--- src/rtl/core/lztsd_pkg.sv ---
// Shared types and codes for the LZ token stream decoder.
// No dependencies.
package lztsd_pkg;

  // Parse phases of the token decoder
  localparam logic [2:0] PH_CTRL     = 3'd0;
  localparam logic [2:0] PH_LITCOUNT = 3'd1;
  localparam logic [2:0] PH_LENGTH   = 3'd2;
  localparam logic [2:0] PH_LITERALS = 3'd3;
  localparam logic [2:0] PH_OFFLO    = 3'd4;
  localparam logic [2:0] PH_OFFHI    = 3'd5;

  // Error codes on the result channel
  localparam logic [1:0] ERR_NONE    = 2'd0;
  localparam logic [1:0] ERR_TRUNC   = 2'd1;
  localparam logic [1:0] ERR_DIST    = 2'd2;
  localparam logic [1:0] ERR_OVERRUN = 2'd3;

  // What one input item leads to
  typedef enum logic [1:0] {
    ACT_NONE      = 2'd0,
    ACT_ONE       = 2'd1,
    ACT_LIT_TRUNC = 2'd2,
    ACT_COPY      = 2'd3
  } act_e;

  typedef struct packed {
    logic accept;
    logic exec;
    logic push1;
    logic push2;
    logic rd;
    logic wr;
    logic chunk;
  } cmd_t;

  typedef struct packed {
    act_e act;
    logic out_free;
    logic chunk_end;
    logic left_zero;
  } sts_t;

endpackage

--- src/rtl/core/lztsd_ctrl.sv ---
// Sequencer for the decoder: accept, execute, result pushes and copy loop.
// Depends on lztsd_pkg.
module lztsd_ctrl
  import lztsd_pkg::*;
(
  input  logic clk_i,
  input  logic rst_ni,
  input  logic in_valid_i,
  output logic in_ready_o,
  input  sts_t sts_i,
  output cmd_t cmd_o
);

  localparam logic [2:0] S_IDLE  = 3'd0;
  localparam logic [2:0] S_EXEC  = 3'd1;
  localparam logic [2:0] S_RES1  = 3'd2;
  localparam logic [2:0] S_RES2  = 3'd3;
  localparam logic [2:0] S_RD    = 3'd4;
  localparam logic [2:0] S_WR    = 3'd5;
  localparam logic [2:0] S_CHUNK = 3'd6;

  logic [2:0] state_q, state_d;
  logic       two_q, two_d;

  assign in_ready_o = (state_q == S_IDLE);

  always_comb begin
    state_d = state_q;
    two_d   = two_q;
    cmd_o   = '0;
    unique case (state_q)
      S_IDLE: begin
        if (in_valid_i) begin
          cmd_o.accept = 1'b1;
          state_d      = S_EXEC;
        end
      end
      S_EXEC: begin
        cmd_o.exec = 1'b1;
        two_d      = (sts_i.act == ACT_LIT_TRUNC);
        unique case (sts_i.act)
          ACT_NONE:      state_d = S_IDLE;
          ACT_ONE:       state_d = S_RES1;
          ACT_LIT_TRUNC: state_d = S_RES1;
          ACT_COPY:      state_d = S_RD;
          default:       state_d = S_IDLE;
        endcase
      end
      S_RES1: begin
        if (sts_i.out_free) begin
          cmd_o.push1 = 1'b1;
          state_d     = two_q ? S_RES2 : S_IDLE;
        end
      end
      S_RES2: begin
        if (sts_i.out_free) begin
          cmd_o.push2 = 1'b1;
          state_d     = S_IDLE;
        end
      end
      S_RD: begin
        cmd_o.rd = 1'b1;
        state_d  = S_WR;
      end
      S_WR: begin
        cmd_o.wr = 1'b1;
        state_d  = sts_i.chunk_end ? S_CHUNK : S_RD;
      end
      S_CHUNK: begin
        if (sts_i.out_free) begin
          cmd_o.chunk = 1'b1;
          state_d     = sts_i.left_zero ? S_IDLE : S_RD;
        end
      end
      default: state_d = S_IDLE;
    endcase
  end

  always_ff @(posedge clk_i or negedge rst_ni) begin
    if (!rst_ni) begin
      state_q <= S_IDLE;
      two_q   <= 1'b0;
    end else begin
      state_q <= state_d;
      two_q   <= two_d;
    end
  end

endmodule

--- config.mk ---
export PLATFORM = sky130hd
export DESIGN_NAME = lztsd_ctrl
export DESIGN_NICKNAME = d
export VERILOG_FILES = /design/src/rtl/core/lztsd_pkg.sv /design/src/rtl/core/lztsd_ctrl.sv
export SDC_FILE = /design/constraint.sdc
export NUM_CORES = 1
export LEC_CHECK = 0
export ABC_AREA = 1
export BUFFER_PORTS_ARGS = -buffer_cell sky130_fd_sc_hd__buf_2
export CAP_MARGIN = 20
export CORE_AREA = 2 2 39 41
export DETAILED_ROUTE_END_ITERATION = 10
export DIE_AREA = 0 0 41 43
export PLACE_DENSITY = 0.52
export RECOVER_POWER = 25
export SYNTH_ARGS = -nofsm -noshare
export SYNTH_HDL_FRONTEND = slang
export SYNTH_SLANG_ARGS = --single-unit
--- constraint.sdc ---
create_clock -name clk_i -period 1.35 [get_ports clk_i]
set_clock_uncertainty 0.2 [all_clocks]
set_input_delay 0.0675 -clock clk_i [delete_from_list [all_inputs] [get_ports clk_i]]
set_output_delay 0.0675 -clock clk_i [all_outputs]
set_load 0.05 [all_outputs]
==> out/qor.txt, run 1 <==
Comb pwr share = 0.811
register area share after synthesis = 0.252
Max clock buf depth = 2
Cells after Synth = 53
1st-pass router iterations = 3
CTS buffer count = 3
Skew-Pair Late Insertion Delay = 0.24 ns
Max VDD drop = 1.16 mV
area growth from synthesis to layout = 117%
max_cap viols = 0
Int Pwr = 1.12 mW
Slew headroom = 0.776
# IOs = 16
1st-iter DRT viols = 4
initial antenna violation count = 0
Syn Nets = 63
clock tree sinks = 4
largest area contributor in the netlist = dfrtp_1
Required @ worst endpoint = 1.08 ns
Post-DRT Antenna Nets = 0
worst slew pin tran = 0.336 ns
synthesized area = 398 µm²
final max-slew violation count = 0
sequential fraction of design power = 0.117
core area = 1380 µm²
Initial Util = 0.288
final worst setup slack = -0.160 ns
failing checks = setup timing
switching power share of the total = 0.470
DRT met1 WL = 389 µm
critical path peak fanout = 4
Clk pin slew, worst setup/hold paths = 0.04 ns
worst-path cell chain = buf_6 -> nor2_4 -> inv_4 -> nor3_4 -> buf_6
vias per cell = 4.44
Cell variety after synth = 18
kind of critical path = register to output port
slowest cell on the critical path = dfrtp_1
GRT Resource Usage Total = 0.153
Routed WL = 1060 µm
Die H = 43 µm
WL met3 = 62 µm
largest net degree at the start of global routing = 8
CP max stage delay = 0.39 ns
first-pass GRT wire length = 1830 µm
Top Layer Used = met3
Post-route DRC = 0
mean post-synth cell area = 7.51 µm²
CTS tree = yes
type of the most critical hold path = primary input to register
Crit path top cell by count = buf_6
WL met2 = 608 µm
final hold viol count = 0
crit path capture type = output port
Placed Cells = 91
unrepaired setup endpoints after global routing = true
Power, Total = 2.12 mW
routability cong. = 0.726
Peak Freq = 662 MHz
layout cell share with drive strength beyond 1 = 0.652
min Tclk post-route = 1.51 ns
die width = 41 µm
nature of the critical path startpoint = register
Tcrit/Tclk final = 1.12
vias in the first global route = 461
H-tree levels = 1
filler instances = 120
DP HPWL = 763 µm
die area = 1760 µm²
Final nets = 104
PD cells = 2450 nW/µm²
Final Non-Filler Cells = 108
Leak = 0.439 nW
DR WL/cell = 9.81 µm
vias after detailed routing = 479
diode count = 0
grt ovf = 0
Clock Power Share = 0.072
top cells by area, synth = dfrtp_1 (25%), nand2_1 (12%), buf_6 (8.5%), nand3_2 (7.5%), ha_1 (6.3%)
top cell type's share of synthesized area = 0.252
Final setup violation count = 11
clock root cell = clkbuf_4
Buffers on Ports = 15
# rows = 14
Yosys warnings = 0
fin util = 0.625
outcome = complete, but fails checks
switching power total = 0.997 mW
crit path DAT = 1.24 ns
synthesis-stage register bit count = 4
## placed cells by master, fill, tap and decap left out, types with 4 or more instances in the layout
master and count:
buf_2 7, buf_4 10, buf_6 13, dlygate4sd3_1 4, inv_1 5, nand2_1 12, nor2_4 4
## per-stage QoR
step	hold WS (ns)	worst slack [ns]	instance area (µm²)	TNS, ns
after floorplan	-0.428	-0.0875	460	-0.302
after global placement	-0.324	-0.0932	622	-0.348
after detailed placement	-0.322	-0.0992	622	-0.458
after CTS	0.00720	-0.165	833	-1.33
after global routing	0.0739	-0.221	865	-1.82
final	0.0108	-0.160	865	-1.22
## cell usage after synthesis
master / n
inv_1: 6
dfrtp_1: 4
nor2_2: 2
nand3_1: 2
inv_2: 2
inv_4: 1
nand2_2: 1
ha_1: 2
nand4_1: 3
buf_6: 3
nor2_4: 2
nand3_2: 3
nor2_1: 3
inv_6: 1
nand2_4: 1
nor4_1: 2
nor3_1: 2
nand2_1: 13
## kinds of logic (layout without fill, tap and decap cells)
group,count (synthesis),after routing,synth area share
fa+ha+maj,2,2,0.0629
buf+inv,13,52,0.198
flops,4,4,0.252
simple gates,34,34,0.487
## cell type report
class | count | area [µm²] | share of cell area
Tap cell | 16 | 20.0 | 0.0232
Inverter | 10 | 50.0 | 0.0579
Timing Repair Buffer | 39 | 382 | 0.441
Multi-Input combinational cell | 36 | 289 | 0.334
Clock buffer | 3 | 22.5 | 0.0260
Sequential cell | 4 | 101 | 0.117
## sequential cells by signal, indices dropped and copies added, names as in the netlist
name     cells
state_q      3
two_q        1
## power groups by stage
stage	combinational (mW)	clock, mW	sequential, mW
detailed placement	1.24	0	0.244
global route	1.83	0.167	0.256
finish	1.72	0.153	0.248
floorplan	0.928	0	0.197
CTS	1.64	0.160	0.256
global placement	1.24	0	0.242
## layer usage
metal  vias to the layer above  track usage
li1                        245            -
met2                        14        0.247
met3                         0       0.0524
met4                         0       0.0400
met1                       220        0.184
met5                         -            0
## timing repair
action	4_1_cts	5_1_grt
endpoints found under the setup margin	11	11
hold buffers	4	0
gates cloned	0	0
setup buffers	9	2
endpoints found under the hold margin	6	0
pin swaps	6	4
resized for setup	26	6
## final timing paths
path                            start    endpoint  slack (ns)  cells after the start
min                          sts_i[0]  state_q[2]        0.01                      6
max reg2reg                state_q[0]  state_q[0]       -0.11                      9
max in group asynchronous      rst_ni  state_q[2]        0.25                      3
min in group asynchronous      rst_ni  state_q[1]        0.52                      3
max                        state_q[0]    cmd_o[6]       -0.16                      5
min reg2reg                     two_q       two_q        0.30                      2
## critical path, delay by kind of cell, from the launching register on
family / cells / cell delay (ns)
flip-flops: 1 / 0.39
AND/OR/NAND/NOR: 2 / 0.24
buffers and inverters: 3 / 0.37
Power figures use the tool's default switching activity.
==> run 2: changes to the inputs <==
--- a/config.mk
+++ b/config.mk
@@ -6,7 +6,7 @@
 export NUM_CORES = 1
 export LEC_CHECK = 0
 export ABC_AREA = 1
-export BUFFER_PORTS_ARGS = -buffer_cell sky130_fd_sc_hd__buf_2
+export BUFFER_PORTS_ARGS = -buffer_cell sky130_fd_sc_hd__clkbuf_2
 export CAP_MARGIN = 20
 export CORE_AREA = 2 2 39 41
 export DETAILED_ROUTE_END_ITERATION = 10
==> out/qor.txt, run 2 (synthesis gave the netlist of run 1 again) <==
Placed Cells = 93
Largest delay share family, worst path = flip-flops
vias after detailed routing = 475
setup TNS = -1.24 ns
CTS buffer count = 3
Skew-Pair Late Insertion Delay = 0.23 ns
Final setup violation count = 10
Buffers on Ports = 15
Max clock buf depth = 2
crit path capture type = output port
PD cells = 2420 nW/µm²
FF-to-FF End = state_q[0]
Largest register FFs = 3
initial antenna violation count = 0
Regs by FF count = state_q x3, two_q x1
Routed WL = 1120 µm
vias in the first global route = 472
WP buf/inv = 2
kind of critical path = register to output port
Top reg by flops = state_q
Max VDD drop = 1.10 mV
Peak Freq = 630 MHz
reg2reg path depth = 7
die area = 1760 µm²
crit path DAT = 1.32 ns
die width = 41 µm
Clk pin slew, worst setup/hold paths = 0.04 ns
Tcrit/Tclk final = 1.18
critical path peak fanout = 6
DR WL/cell = 10.5 µm
design area = 852 µm²
nature of the critical path startpoint = register
hold path startpoint = sts_i[4]
grt ovf = 0
Final Non-Filler Cells = 106
Reg-to-Reg Start = state_q[0]
area growth from synthesis to layout = 114%
clock tree sinks = 4
min Tclk post-route = 1.59 ns
# IOs = 16
diode count = 0
Post-DRT Antenna Nets = 0
unrepaired setup endpoints after global routing = true
Power, Total = 2.06 mW
# rows = 14
1st-pass router iterations = 4
max_cap viols = 0
Die H = 43 µm
failing checks = setup timing
largest net degree at the start of global routing = 7
Endpoint, Worst Hold = two_q
most frequent cells in the layout = nand2_1 (13), buf_4 (13), clkbuf_2 (7)
Post-route DRC = 0
first-pass GRT wire length = 1880 µm
Final nets = 102
Required @ worst endpoint = 1.08 ns
H-tree levels = 1
routability cong. = 0.761
fin util = 0.616
vias per cell = 4.48
placement-stage cell area = 627 µm²
worst-path cell chain = buf_6 -> nor4_4 -> buf_12
final worst setup slack = -0.237 ns
clock root cell = clkbuf_4
1st-iter DRT viols = 3
worst slew pin tran = 0.332 ns
Leak = 0.425 nW
r2r setup slk = -0.06 ns
CP max stage delay = 0.47 ns
type of the most critical hold path = primary input to register
core area = 1380 µm²
DP HPWL = 762 µm
final max-slew violation count = 0
GRT Resource Usage Total = 0.157
CTS tree = yes
slowest cell on the critical path = dfrtp_2
final hold viol count = 0
Slew headroom = 0.779
hold depth = 4
layout cell share with drive strength beyond 1 = 0.656
outcome = complete, but fails checks
Initial Util = 0.288
==> run 2: worst max-delay path by stage <==
stage	start	endpoint	slack (ns)	cells after the start
global placement	state_q[1]	cmd_o[6]	-0.11	4
detailed placement	state_q[1]	cmd_o[6]	-0.12	4
global route	state_q[0]	cmd_o[4]	-0.28	3
floorplan	state_q[2]	cmd_o[4]	-0.09	2
CTS	state_q[0]	cmd_o[4]	-0.25	3
finish	state_q[0]	cmd_o[4]	-0.24	3
==> run 2: timing repair <==
| item | in CTS | in global routing |
|---|---|---|
| endpoints found under the hold margin | 6 | 0 |
| endpoints found under the setup margin | 12 | 12 |
| hold buffers | 4 | 0 |
| pin swaps | 5 | 4 |
| resized for setup | 25 | 7 |
| setup buffers | 7 | 1 |
==> run 2: cell type report <==
class	count	area, µm²
multi-input combinational	36	287
tap	16	20.0
timing repair buffer	37	372
fill	123	532
inverter	10	47.5
clock buffer	3	22.5
sequential	4	104
==> run 2: power by group <==
| group | internal [mW] | leakage, nW | switching, mW | total [mW] |
|---|---|---|---|---|
| Combinational | 0.791 | 0.363 | 0.836 | 1.63 |
| Clock | 0.0992 | 0.0138 | 0.0453 | 0.145 |
| Sequential | 0.184 | 0.0473 | 0.106 | 0.290 |
==> run 2: worst reg2reg max path: stages (launching register included) <==
cell and delay, ns:
dfrtp_2 0.47, buf_4 0.17, nand2_4 0.07, nand3_2 0.08
nand2_2 0.09, inv_2 0.05, nor2_2 0.11, nor2_2 0.05
==> run 2: stage by stage <==
step	hold WS, ns	setup slack [ns]
after floorplan	-0.428	-0.0875
after global placement	-0.323	-0.110
after detailed placement	-0.321	-0.118
after CTS	0.00708	-0.248
after global routing	0.0228	-0.280
final	0.00500	-0.237
==> run 2: routing by layer <==
layer,global-route usage,vias to the layer above,wire length [µm]
met3,0.0471,2,52
met5,0,-,0
li1,-,244,-
met2,0.253,15,610
met1,0.187,214,444
met4,0.0533,0,9
